### config.mk
export PLATFORM = sky130hd
export DESIGN_NAME = indexed_list_store_flat
export DESIGN_NICKNAME = d
export VERILOG_FILES = /design/src/hw/rtl/ils_pkg.sv /design/src/hw/rtl/ils_if.sv /design/src/hw/rtl/ils_ctrl.sv /design/src/hw/rtl/ils_dp.sv /design/src/hw/rtl/indexed_list_store.sv /design/src/flat_wrapper.sv
export SDC_FILE = /design/constraint.sdc
export NUM_CORES = 2
export LEC_CHECK = 0
export ABC_AREA = 1
export BUFFER_PORTS_ARGS = -buffer_cell sky130_fd_sc_hd__buf_4
export CORE_MARGIN = 4
export CORE_UTILIZATION = 32
export CTS_CLUSTER_DIAMETER = 50
export CTS_CLUSTER_SIZE = 16
export DETAILED_ROUTE_END_ITERATION = 10
export SLEW_MARGIN = 20
export SYNTH_ARGS = -nofsm -noshare
export SYNTH_HDL_FRONTEND = slang
export SYNTH_SLANG_ARGS = --single-unit
export TNS_END_PERCENT = 5
### constraint.sdc
create_clock -name clk -period 11.7 [get_ports clk]
set_clock_uncertainty 0.15 [all_clocks]
set_input_delay 3.51 -clock clk [delete_from_list [all_inputs] [get_ports clk]]
set_output_delay 3.51 -clock clk [all_outputs]
set_load 0.1 [all_outputs]
### src/hw/rtl/ils_pkg.sv
// ----------------------------------------------------------------------------
// ils_pkg: shared definitions for the indexed list store
// Widths, operation and status codes, controller states and the command and
// status bundles that pass between the controller and the datapath.
// ----------------------------------------------------------------------------
`timescale 1ns / 1ps
`default_nettype none

package ils_pkg;

    // Number of entries the store can hold. The payload field widths below
    // are fixed by the interface and sized for this capacity.
    localparam int CAPACITY = 64;
    localparam int ADDR_W   = $clog2(CAPACITY);
    localparam int CNT_W    = $clog2(CAPACITY + 1);

    localparam int OP_W     = 3;
    localparam int POS_W    = 8;
    localparam int VAL_W    = 32;
    localparam int ST_W     = 2;
    localparam int FPOS_W   = 6;

    typedef enum logic [OP_W-1:0] {
        OP_APPEND = 3'd0,
        OP_INSERT = 3'd1,
        OP_SET    = 3'd2,
        OP_REMOVE = 3'd3,
        OP_GET    = 3'd4,
        OP_FIND   = 3'd5,
        OP_CLEAR  = 3'd6
    } op_t;

    typedef enum logic [ST_W-1:0] {
        ST_OK     = 2'd0,
        ST_RANGE  = 2'd1,
        ST_FULL   = 2'd2,
        ST_ABSENT = 2'd3
    } status_t;

    typedef enum logic [1:0] {
        CS_IDLE,
        CS_WALK,
        CS_FINISH
    } ctl_state_t;

    // Commands from the controller to the datapath.
    typedef struct packed {
        logic load;    // latch an accepted request word
        logic rd_en;   // read the entry under the walk pointer
        logic walk;    // walk in progress: move, capture and compare
        logic finish;  // final write, count update and result load
    } ils_cmd_t;

    // Status from the datapath to the controller.
    typedef struct packed {
        logic need_walk; // the request on the input needs a pass over entries
        logic more;      // reads remain in the current walk
        logic rvalid;    // read data from the previous cycle is present
        logic hit;       // search has found its value
    } ils_stat_t;

endpackage

`default_nettype wire

### src/hw/rtl/ils_if.sv
// ----------------------------------------------------------------------------
// ils_if: request and response channels of the indexed list store
// Valid and ready handshake; a word moves when both are high at a clock edge.
// ----------------------------------------------------------------------------
`timescale 1ns / 1ps
`default_nettype none

interface ils_req_if
    import ils_pkg::*;
();
    logic                    valid;
    logic                    ready;
    logic [OP_W-1:0]         operation;
    logic [POS_W-1:0]        position;
    logic signed [VAL_W-1:0] item_value;

    modport source (output valid, output operation, output position,
                    output item_value, input ready);
    modport sink   (input valid, input operation, input position,
                    input item_value, output ready);
endinterface

interface ils_rsp_if
    import ils_pkg::*;
();
    logic                    valid;
    logic                    ready;
    logic [ST_W-1:0]         status;
    logic signed [VAL_W-1:0] read_value;
    logic [FPOS_W-1:0]       found_position;
    logic [CNT_W-1:0]        entry_count;

    modport source (output valid, output status, output read_value,
                    output found_position, output entry_count, input ready);
    modport sink   (input valid, input status, input read_value,
                    input found_position, input entry_count, output ready);
endinterface

`default_nettype wire

### src/hw/rtl/ils_ctrl.sv
// ----------------------------------------------------------------------------
// ils_ctrl: sequencing controller of the indexed list store
// Steps each request through load, walk over entries and finish, and owns
// the valid flag of the response register.
// ----------------------------------------------------------------------------
`timescale 1ns / 1ps
`default_nettype none

module ils_ctrl
    import ils_pkg::*;
(
    input  wire logic clk,
    input  wire logic rst_n,
    input  wire logic in_valid,
    output logic      in_ready,
    output logic      out_valid,
    input  wire logic out_ready,
    input  ils_stat_t stat,
    output ils_cmd_t  cmd
);

    ctl_state_t state_reg;
    ctl_state_t state_next;
    logic       out_valid_reg;
    logic       out_valid_next;
    logic       slot_free;

    // The response register may be reloaded once its word has gone or goes now.
    assign slot_free = !out_valid_reg || out_ready;

    always_comb
    begin
        state_next = state_reg;
        case (state_reg)
            CS_IDLE:
            begin
                if (in_valid)
                begin
                    state_next = stat.need_walk ? CS_WALK : CS_FINISH;
                end
            end
            CS_WALK:
            begin
                if (stat.hit || (!stat.more && !stat.rvalid))
                begin
                    state_next = CS_FINISH;
                end
            end
            CS_FINISH:
            begin
                if (slot_free)
                begin
                    state_next = CS_IDLE;
                end
            end
            default:
            begin
                state_next = CS_IDLE;
            end
        endcase
    end

    always_comb
    begin
        cmd            = '0;
        in_ready       = 1'b0;
        out_valid_next = (out_valid_reg && out_ready) ? 1'b0 : out_valid_reg;
        case (state_reg)
            CS_IDLE:
            begin
                in_ready = 1'b1;
                cmd.load = in_valid;
            end
            CS_WALK:
            begin
                cmd.walk  = 1'b1;
                cmd.rd_en = stat.more && !stat.hit;
            end
            CS_FINISH:
            begin
                if (slot_free)
                begin
                    cmd.finish     = 1'b1;
                    out_valid_next = 1'b1;
                end
            end
            default:
            begin
                cmd = '0;
            end
        endcase
    end

    always_ff @(posedge clk or negedge rst_n)
    begin
        if (!rst_n)
        begin
            state_reg     <= CS_IDLE;
            out_valid_reg <= 1'b0;
        end
        else
        begin
            state_reg     <= state_next;
            out_valid_reg <= out_valid_next;
        end
    end

    assign out_valid = out_valid_reg;

endmodule

`default_nettype wire

### src/hw/rtl/ils_dp.sv
// ----------------------------------------------------------------------------
// ils_dp: datapath of the indexed list store
// Entry memory, count, walk pointer and read pipeline, and the response
// payload register.
// ----------------------------------------------------------------------------
`timescale 1ns / 1ps
`default_nettype none

module ils_dp
    import ils_pkg::*;
(
    input  wire logic                    clk,
    input  wire logic                    rst_n,
    input  wire logic [OP_W-1:0]         in_operation,
    input  wire logic [POS_W-1:0]        in_position,
    input  wire logic signed [VAL_W-1:0] in_item_value,
    input  ils_cmd_t                     cmd,
    output ils_stat_t                    stat,
    output logic [ST_W-1:0]              status,
    output logic signed [VAL_W-1:0]      read_value,
    output logic [FPOS_W-1:0]            found_position,
    output logic [CNT_W-1:0]             entry_count
);

    logic signed [VAL_W-1:0] mem [CAPACITY];

    logic [CNT_W-1:0]        count_reg;
    logic [CNT_W-1:0]        count_next;
    logic                    rvalid_reg;

    op_t                     op_reg;
    logic [ADDR_W-1:0]       pos_reg;
    logic signed [VAL_W-1:0] val_reg;
    logic                    idx_ok_reg;
    logic                    full_reg;
    logic [CNT_W-1:0]        rem_reg;
    logic [ADDR_W-1:0]       rptr_reg;
    logic [ADDR_W-1:0]       rlast_reg;
    logic signed [VAL_W-1:0] rdata_reg;
    logic signed [VAL_W-1:0] rd_reg;
    logic                    found_reg;
    logic [ADDR_W-1:0]       fpos_reg;

    status_t                 status_reg;
    status_t                 status_next;
    logic signed [VAL_W-1:0] read_value_reg;
    logic signed [VAL_W-1:0] read_value_next;
    logic [FPOS_W-1:0]       found_position_reg;
    logic [FPOS_W-1:0]       found_position_next;
    logic [CNT_W-1:0]        entry_count_reg;

    op_t                     in_op;
    logic                    idx_ok_in;
    logic                    full_in;
    logic [CNT_W-1:0]        span_in;
    logic [ADDR_W-1:0]       rptr_init;
    logic [CNT_W-1:0]        rem_init;

    logic                    at_pos;
    logic                    mem_we;
    logic [ADDR_W-1:0]       mem_waddr;
    logic signed [VAL_W-1:0] mem_wdata;

    // Checks on the request word at the input, used when it is latched.
    assign in_op     = op_t'(in_operation);
    assign idx_ok_in = in_position < POS_W'(count_reg);
    assign full_in   = count_reg == CNT_W'(CAPACITY);
    assign span_in   = count_reg - CNT_W'(in_position);

    always_comb
    begin
        rptr_init = ADDR_W'(in_position);
        rem_init  = '0;
        case (in_op)
            OP_INSERT:
            begin
                rptr_init = ADDR_W'(count_reg - 1'b1);
                rem_init  = span_in;
            end
            OP_REMOVE:
            begin
                rem_init = span_in;
            end
            OP_GET:
            begin
                rem_init = CNT_W'(1);
            end
            OP_FIND:
            begin
                rptr_init = '0;
                rem_init  = count_reg;
            end
            default:
            begin
                rem_init = '0;
            end
        endcase
    end

    assign stat.need_walk = ((in_op == OP_INSERT) && idx_ok_in && !full_in) ||
                            ((in_op == OP_REMOVE) && idx_ok_in) ||
                            ((in_op == OP_GET) && idx_ok_in) ||
                            (in_op == OP_FIND);
    assign stat.more      = rem_reg != '0;
    assign stat.rvalid    = rvalid_reg;
    assign stat.hit       = rvalid_reg && (op_reg == OP_FIND) && (rdata_reg == val_reg);

    assign at_pos = rlast_reg == pos_reg;

    // Single write port: entry moves during the walk, final write at finish.
    always_comb
    begin
        mem_we    = 1'b0;
        mem_waddr = pos_reg;
        mem_wdata = val_reg;
        if (cmd.walk && rvalid_reg)
        begin
            if (op_reg == OP_INSERT)
            begin
                mem_we    = 1'b1;
                mem_waddr = rlast_reg + 1'b1;
                mem_wdata = rdata_reg;
            end
            else if ((op_reg == OP_REMOVE) && !at_pos)
            begin
                mem_we    = 1'b1;
                mem_waddr = rlast_reg - 1'b1;
                mem_wdata = rdata_reg;
            end
        end
        else if (cmd.finish)
        begin
            case (op_reg)
                OP_APPEND:
                begin
                    mem_we    = !full_reg;
                    mem_waddr = ADDR_W'(count_reg);
                end
                OP_INSERT:
                begin
                    mem_we = idx_ok_reg && !full_reg;
                end
                OP_SET:
                begin
                    mem_we = idx_ok_reg;
                end
                default:
                begin
                    mem_we = 1'b0;
                end
            endcase
        end
    end

    // Final result and count update.
    always_comb
    begin
        status_next         = ST_OK;
        read_value_next     = '0;
        found_position_next = '0;
        count_next          = count_reg;
        case (op_reg)
            OP_APPEND:
            begin
                if (full_reg)
                begin
                    status_next = ST_FULL;
                end
                else
                begin
                    count_next = count_reg + 1'b1;
                end
            end
            OP_INSERT:
            begin
                if (!idx_ok_reg)
                begin
                    status_next = ST_RANGE;
                end
                else if (full_reg)
                begin
                    status_next = ST_FULL;
                end
                else
                begin
                    count_next = count_reg + 1'b1;
                end
            end
            OP_SET:
            begin
                if (!idx_ok_reg)
                begin
                    status_next = ST_RANGE;
                end
            end
            OP_REMOVE:
            begin
                if (!idx_ok_reg)
                begin
                    status_next = ST_RANGE;
                end
                else
                begin
                    read_value_next = rd_reg;
                    count_next      = count_reg - 1'b1;
                end
            end
            OP_GET:
            begin
                if (!idx_ok_reg)
                begin
                    status_next = ST_RANGE;
                end
                else
                begin
                    read_value_next = rd_reg;
                end
            end
            OP_FIND:
            begin
                if (found_reg)
                begin
                    found_position_next = FPOS_W'(fpos_reg);
                end
                else
                begin
                    status_next = ST_ABSENT;
                end
            end
            OP_CLEAR:
            begin
                count_next = '0;
            end
            default:
            begin
                count_next = count_reg;
            end
        endcase
    end

    always_ff @(posedge clk or negedge rst_n)
    begin
        if (!rst_n)
        begin
            count_reg  <= '0;
            rvalid_reg <= 1'b0;
        end
        else
        begin
            rvalid_reg <= cmd.rd_en;
            if (cmd.finish)
            begin
                count_reg <= count_next;
            end
        end
    end

    // Entry memory with a registered read port.
    always_ff @(posedge clk)
    begin
        if (mem_we)
        begin
            mem[mem_waddr] <= mem_wdata;
        end
        if (cmd.rd_en)
        begin
            rdata_reg <= mem[rptr_reg];
        end
    end

    always_ff @(posedge clk)
    begin
        if (cmd.load)
        begin
            op_reg     <= in_op;
            pos_reg    <= ADDR_W'(in_position);
            val_reg    <= in_item_value;
            idx_ok_reg <= idx_ok_in;
            full_reg   <= full_in;
            rptr_reg   <= rptr_init;
            rem_reg    <= rem_init;
            rd_reg     <= '0;
            found_reg  <= 1'b0;
        end
        else
        begin
            if (cmd.rd_en)
            begin
                rlast_reg <= rptr_reg;
                rptr_reg  <= (op_reg == OP_INSERT) ? rptr_reg - 1'b1 : rptr_reg + 1'b1;
                rem_reg   <= rem_reg - 1'b1;
            end
            if (cmd.walk && rvalid_reg)
            begin
                if (((op_reg == OP_GET) || (op_reg == OP_REMOVE)) && at_pos)
                begin
                    rd_reg <= rdata_reg;
                end
                if (stat.hit)
                begin
                    found_reg <= 1'b1;
                    fpos_reg  <= rlast_reg;
                end
            end
        end
        if (cmd.finish)
        begin
            status_reg         <= status_next;
            read_value_reg     <= read_value_next;
            found_position_reg <= found_position_next;
            entry_count_reg    <= count_next;
        end
    end

    assign status         = status_reg;
    assign read_value     = read_value_reg;
    assign found_position = found_position_reg;
    assign entry_count    = entry_count_reg;

endmodule

`default_nettype wire

### src/hw/rtl/indexed_list_store.sv
// Append, set, clear, the unused code and rejected requests go straight to
// the finish step; get, insert, remove and find first walk over entries.
// Requests are handled one at a time: the next is taken only after the
// response register has loaded for the last one.
// Reset: asynchronous, active low; clears the count and the handshake state.
// ----------------------------------------------------------------------------
// indexed_list_store: ordered list of signed 32-bit values
// An ordered list held in a fixed store of CAPACITY entries, with append,
// insert, set, remove, get, find and clear on request words.
// ----------------------------------------------------------------------------
`timescale 1ns / 1ps
`default_nettype none

// The block is split into a controller state machine and a datapath. The
// controller accepts a request word only when it is idle, then either goes
// straight to the finish step or walks the entry memory one entry per cycle.
//
// The walk uses a registered read. Every cycle the datapath may issue a
// read at the walk pointer and, in the same cycle, act on the data of
// the read issued in the previous cycle. Insert walks downwards from the last
// entry, writing each entry one place higher; remove walks upwards from the
// removed index, keeping the first value read as the returned word and
// writing each later entry one place lower. Find walks upwards from index
// zero and stops at the first match. Reads and writes in the same cycle never
// touch the same address, so no bypass is needed.
//
// The finish step performs the final write (append, set, or the new value of
// an insert), updates the count and loads the response register. It waits
// only while the previous response is still held and not yet taken, so a new
// request can be accepted while an earlier response waits on the output.
//
// Entries are never cleared; only indices below the count are read, and those
// have always been written beforehand.

module indexed_list_store
    import ils_pkg::*;
(
    input  wire logic clk,
    input  wire logic rst_n,
    ils_req_if.sink   req,
    ils_rsp_if.source rsp
);

    ils_cmd_t  cmd;
    ils_stat_t stat;

    ils_ctrl u_ctrl (
        .clk       (clk),
        .rst_n     (rst_n),
        .in_valid  (req.valid),
        .in_ready  (req.ready),
        .out_valid (rsp.valid),
        .out_ready (rsp.ready),
        .stat      (stat),
        .cmd       (cmd)
    );

    ils_dp u_dp (
        .clk            (clk),
        .rst_n          (rst_n),
        .in_operation   (req.operation),
        .in_position    (req.position),
        .in_item_value  (req.item_value),
        .cmd            (cmd),
        .stat           (stat),
        .status         (rsp.status),
        .read_value     (rsp.read_value),
        .found_position (rsp.found_position),
        .entry_count    (rsp.entry_count)
    );

endmodule

`default_nettype wire

### src/flat_wrapper.sv
// flat-port wrapper written by rule: the top's interface ports become plain ports
module indexed_list_store_flat import ils_pkg::*;
  (clk, rst_n, req_valid, req_operation, req_position, req_item_value, req_ready, rsp_valid, rsp_status, rsp_read_value, rsp_found_position, rsp_entry_count, rsp_ready);
  ils_req_if req_i ();
  ils_rsp_if rsp_i ();
  input  wire logic clk;
  input  wire logic rst_n;
  input wire logic [$bits(req_i.valid)-1:0] req_valid;
  input wire logic [$bits(req_i.operation)-1:0] req_operation;
  input wire logic [$bits(req_i.position)-1:0] req_position;
  input wire logic [$bits(req_i.item_value)-1:0] req_item_value;
  output wire logic [$bits(req_i.ready)-1:0] req_ready;
  output wire logic [$bits(rsp_i.valid)-1:0] rsp_valid;
  output wire logic [$bits(rsp_i.status)-1:0] rsp_status;
  output wire logic [$bits(rsp_i.read_value)-1:0] rsp_read_value;
  output wire logic [$bits(rsp_i.found_position)-1:0] rsp_found_position;
  output wire logic [$bits(rsp_i.entry_count)-1:0] rsp_entry_count;
  input wire logic [$bits(rsp_i.ready)-1:0] rsp_ready;
  assign req_i.valid = req_valid;
  assign req_i.operation = req_operation;
  assign req_i.position = req_position;
  assign req_i.item_value = req_item_value;
  assign req_ready = req_i.ready;
  assign rsp_valid = rsp_i.valid;
  assign rsp_status = rsp_i.status;
  assign rsp_read_value = rsp_i.read_value;
  assign rsp_found_position = rsp_i.found_position;
  assign rsp_entry_count = rsp_i.entry_count;
  assign rsp_i.ready = rsp_ready;
  indexed_list_store u_core (.clk(clk), .rst_n(rst_n), .req(req_i), .rsp(rsp_i));
endmodule
Word level (Yosys, flattened, before mapping)
Memory sizes are Yosys's and may differ from the RTL's. A register that Yosys moved wholly into a read port is not among the register bits.
Index checks and enable logic that the tools add are counted.

storage, ports and cells
  memories = 1
  flip-flop bits (word level) = 159
  output and inout port bits = 49
  input port bits = 47
  logic and storage cells = 132
  bits in writable memories = 2048

memory list
  memory           depth  width  rd ports  clocked after memory_dff  write ports  line          source
  u_core.u_dp.mem  64     32     1         1                         1            ils_dp.sv:25  logic signed [VAL_W-1:0] mem [CAPACITY];

operators by class
  equality and inequality tests = 18
  multiplexer cells = 44
  reduce and logical (&&, ||, !) cells = 40
  bitwise operators = 1
  magnitude comparators = 1
  add/sub/neg operators = 8

operator list
  cell                   count
  $mux W32               3
  $mux W6                8
  $mux W7                5
  $eq A32 B32 Y1         1
  $pmux W7 S4            1
  $pmux W7 S3            1
  $mux W2                8
  $eq A3 B3 Y1 const B   5
  $mux W1                14
  $sub A7 B1 Y7 const B  2
  $logic_and A1 B1 Y1    13
  $add A6 B1 Y6 const B  2
  $pmux W6 S2            1
  $sub A6 B1 Y6 const B  2
  $reduce_and A2 Y1      5
  $eq A3 B2 Y1 const B   3
  $lt A8 B7 Y1           1
  $pmux W2 S4            1
  $add A7 B1 Y7 const B  1
  $eq A7 B7 Y1 const B   1
  $logic_not A1 Y1       7
  $reduce_bool A7 Y1     1
  $sub A7 B7 Y7          1
  $eq A3 B1 Y1 const B   2
  other kinds (14)       23

Longest topological paths before layout
  depth in word-level cells = 10
  mapped depth = 15
  mapped depth without buffers = 14

Cells and area by module
From an unflattened synthesis, not the netlist that was laid out.

unflattened totals
  cell total of the unflattened synthesis = 7156
  area total of the unflattened synthesis = 90137.7 um^2

modules (own cells, without submodules)
  module    sequential area each (um^2)  cells an instance  instances  area each (um^2)
  ils_dp    66774.0                      7127               1          89953.8
  ils_ctrl  75.1                         29                 1          183.9

Worst setup path after synthesis
Ideal clock, no wire load.

  path kind = input-to-reg
  start point = input port rsp_ready
  end point = memory u_core.u_dp.mem[58][0] (enable)
  buffers on the path = 1
  required time = 11.129 ns
  setup time = 0.421 ns
  arrival time = 6.056 ns
  cell stages on the path = 10
  path slack = 5.073 ns
  path through = nor2_1 -> nor2_4 -> nand2_2 -> buf_6 -> nor2_1 -> nor3_1 -> inv_1 -> nand2_2 -> nand4_1 -> nor2_1

between the ends
  word-level cells in the longest chain between the ends = 7
  elaborated cells between the ends (all ways) = 9
  classes of those cells = mux (8); reduce/logical (1)

RTL lines
  element                        line                source
  from (decl)                    flat_wrapper.sv:18  input wire logic [$bits(rsp_i.ready)-1:0] rsp_ready;
  $logic_or A1 B1 Y1 *           ils_ctrl.sv:29      assign slot_free = !out_valid_reg || out_ready;
  $mux W1 *                      ils_ctrl.sv:81      if (slot_free)
  $mux W1 *                      ils_ctrl.sv:68      case (state_reg)
  $mux W1                        ils_dp.sv:131       else if (cmd.finish)
  $mux W1                        ils_dp.sv:116       if (cmd.walk && rvalid_reg)
  $mux W1                        ils_dp.sv:261       if (mem_we)
  $mux W1 (not written as such)  ils_dp.sv:263       mem[mem_waddr] <= mem_wdata;
  to (decl)                      ils_dp.sv:25

Every way passes the cells marked *; elsewhere a longest branch is shown, timed or not.

Worst setup path after layout
  start point = input port rsp_ready
  end point = memory u_core.u_dp.mem[21][10] (enable)

Same word-level chain as after synthesis.

==> impl_metrics.toml <==
[logic_synthesis]
synth.ff_latch_count = 2239
synth_area_leaders = "edfxtp_1 73%, o21ai_0 6.3%, nor2_1 5.1%"
synth-seq-area-share_pct = 74.5
yosysWarnings = 0
synth_cell_types = 50
yosys.area.top_type_share_pct = 73.4
synth_nets = 7193
synthesis.area_um2 = 89800
postSynthCellCount = 7120
synth_most_common_cell = "edfxtp_1"
synthTopCellsByCount = "2195 x edfxtp_1, 1216 x nor2_1, 1126 x o21ai_0"
syn_avg_cell_area_um2 = 12.6
synth_top_area_cell = "edfxtp_1"
synth_edf_count = 2195
synthArstFlopShare_pct = 0.491
synth_ff_type = "edfxtp_1"

[cts]
clockBufferDepth = 3
cts_tree = "done"
clock-sinks = 2239
post-cts-setup-buffers = 0
cts.clk_slew.worst_paths_ns = 0.07
numCtsBuffers = 185
cts_resized = 0
cts_root_buf = "clkbuf_16"
worstSkewPairLatency_ns = 0.84
ctsHoldBuffers = 0
htree_levels = 4

[sta]
rsz0062_at_grt = "no"
hold-worst-slack_ns = 0.339
tns_ns = 0
post-route-min-period_ns = 6.89
maxSlewViolCount = 0
min_period_over_period_pct = 58.9
relSlewSlack_pct = 19.0
final.setup.worst_slack_ns = 4.81
fmax_ghz = 0.145
worst_pin_slew_ns = 1.21
setup_viol_count_final = 0
hold_viol_final = 0

[drt]
ant_nets = 0
post_drt_wl_per_cell_um = 25.1
wirelength_mm = 274
drt-initial-drc-count = 8389
viasPerCell = 5.41
drcViolationCount = 0
drtPass1Iterations = 6
vias = 59100

[cells_and_area]
final_util_pct = 36.4
fin_cells = 10900
drive_above_1_share_pct = 9.13
fin_nets = 7132
areaGrowthSynthToFinish_pct = 13.1
largest-register = "u_core.u_dp.mem"
final_area_um2 = 102000
largest_reg_flops = 2048

[global_routing]
grt_usage_pct = 18.2
grt_start_max_net_pins = 255
grt_pass1_wl_mm = 387
antenna_found_initial = 19
first_global_vias = 54600
grt_overflow_total = 0

[worst_setup_path]
endpoint = "u_core.u_dp.mem[21][10]$_DFFE_PP_"
reg2reg_setup_slack_ns = 6.53
critPathLaunchType = "input pin"
worstSetupPathType = "input pin to register"
worst_r2r_endpoint = "u_core.u_dp.mem[21][10]$_DFFE_PP_"
cp.arrival_ns = 7.19
cp-end-kind = "register"
worstSetupStartpoint = "rsp_ready"
r2r_cells = 9
cp_max_fo = 32
worst_ep_required_time_ns = 12.00
r2r-start = "u_core.u_ctrl.state_reg[1]$_DFFE_PN0P_"

[power]
sequentialPowerShare_pct = 37.6
total_leakage_power_nw = 32.4
internal-power_mw = 15.1
ir_worst_vdd_mv = 0.229
power_mw = 25.8
p_sw_share_pct = 41.6
power.density_nw_per_um2 = 254
p_clk_share_pct = 24.4
pwr-share-comb_pct = 38.0
p_sw_mw = 10.8

[placed_design]
numPlacedInstances = 10600
port_buffers = 95
hpwlAfterDp_mm = 157
gp_congestion = 0.952
pre_cts_slack_ns = 4.09
place_area_um2 = 95000

[job]
max-cap-violations = 0

[floorplan]
io_pins = 96
fp.dieH_um = 538
initial_core_util_pct = 32.1
core-area_um2 = 279000
die_area_um2 = 289000
fp.dieW_um = 538
rows = 194

[run_status]
status = "finished, final reports clean"

[min_path]
hold_path_class = "register to register"
-- critical path, cell delays in order --
cell     delay [ns]
buf_4          0.11
nor2_1         0.36
nor2_4         0.06
nand2_2        0.27
inv_1          0.10
nor2_1         0.15
nor3_1         0.07
inv_1          0.14
nand2_2        0.14
inv_2          0.11
nand4_1        0.88
nor2_4         1.25
-- layout by cell type, fill, tap and decap left out, drive strengths merged, types with 4 or more instances in the layout --
master       n
edfxtp    2195
nor2      1223
o21ai     1184
nand2      688
o22ai      533
nand3      363
buf        224
clkbuf     219
inv        177
a21oi      108
clkinv      61
dfxtp       33
or2         27
xor2        26
ha          24
o211ai      21
clkinvlp    15
bufinv      13
nand4       13
dfrtp       11
o2111ai      5
xnor2        5
diode        4
nor3         4
a211oi       4
-- kinds of logic (layout without fill, tap and decap cells) --
| family | Yosys count | count (layout) | synth area share [%] |
|---|---|---|---|
| compound gates | 1867 | 1867 | 11.3 |
| simple gates | 2322 | 2322 | 10.5 |
| fa+ha+maj | 26 | 26 | 0.379 |
| other cells | 0 | 4 | 0 |
| xor+xnor | 31 | 31 | 0.302 |
| flops | 2239 | 2239 | 74.5 |
| buf+inv | 635 | 709 | 2.99 |
-- power groups by stage --
stage / combinational, mW / clock, mW / sequential (mW)
after floorplan: 5.40 / 0 / 10.2
after global placement: 9.49 / 0 / 9.87
after detailed placement: 9.62 / 0 / 9.88
after CTS: 9.64 / 6.37 / 9.70
after global routing: 10.4 / 6.70 / 9.71
final: 9.82 / 6.30 / 9.70
-- area by class of cell --
type / count / area (um^2)
diodes: 4 / 10.0
clock buffers: 219 / 4900
clock inverters: 103 / 1120
fillers: 26400 / 178000
inverters: 163 / 652
multi-input cells: 4246 / 21100
flip-flops and latches: 2239 / 66800
well taps: 3724 / 4660
repair buffers: 224 / 2250
-- routing by layer --
metal  vias to the layer above  global-route usage [%]  share of wire [%]
li1                      26000                       -                  -
met4                         4                    7.91                5.0
met1                     29600                    24.4                 39
met5                         -                       0             0.0091
met2                      3002                    28.8                 46
met3                       520                    3.61                9.5
-- how the worst min path moves through the flow --
stage	from	end	slack, ns	cells past startpoint
after floorplan	u_core.u_dp.rptr_reg[5]$_DFFE_PP_	u_core.u_dp.rlast_reg[5]$_DFFE_PP_	0.27	0
after global placement	u_core.u_dp.found_reg$_SDFFE_PP0P_	u_core.u_dp.found_reg$_SDFFE_PP0P_	0.31	2
after detailed placement	u_core.u_dp.found_reg$_SDFFE_PP0P_	u_core.u_dp.found_reg$_SDFFE_PP0P_	0.32	2
after CTS	u_core.u_dp.found_reg$_SDFFE_PP0P_	u_core.u_dp.found_reg$_SDFFE_PP0P_	0.33	2
after global routing	u_core.u_dp.found_reg$_SDFFE_PP0P_	u_core.u_dp.found_reg$_SDFFE_PP0P_	0.38	2
final	u_core.u_dp.found_reg$_SDFFE_PP0P_	u_core.u_dp.found_reg$_SDFFE_PP0P_	0.34	2
No activity file was read; power rests on OpenSTA's default activity.
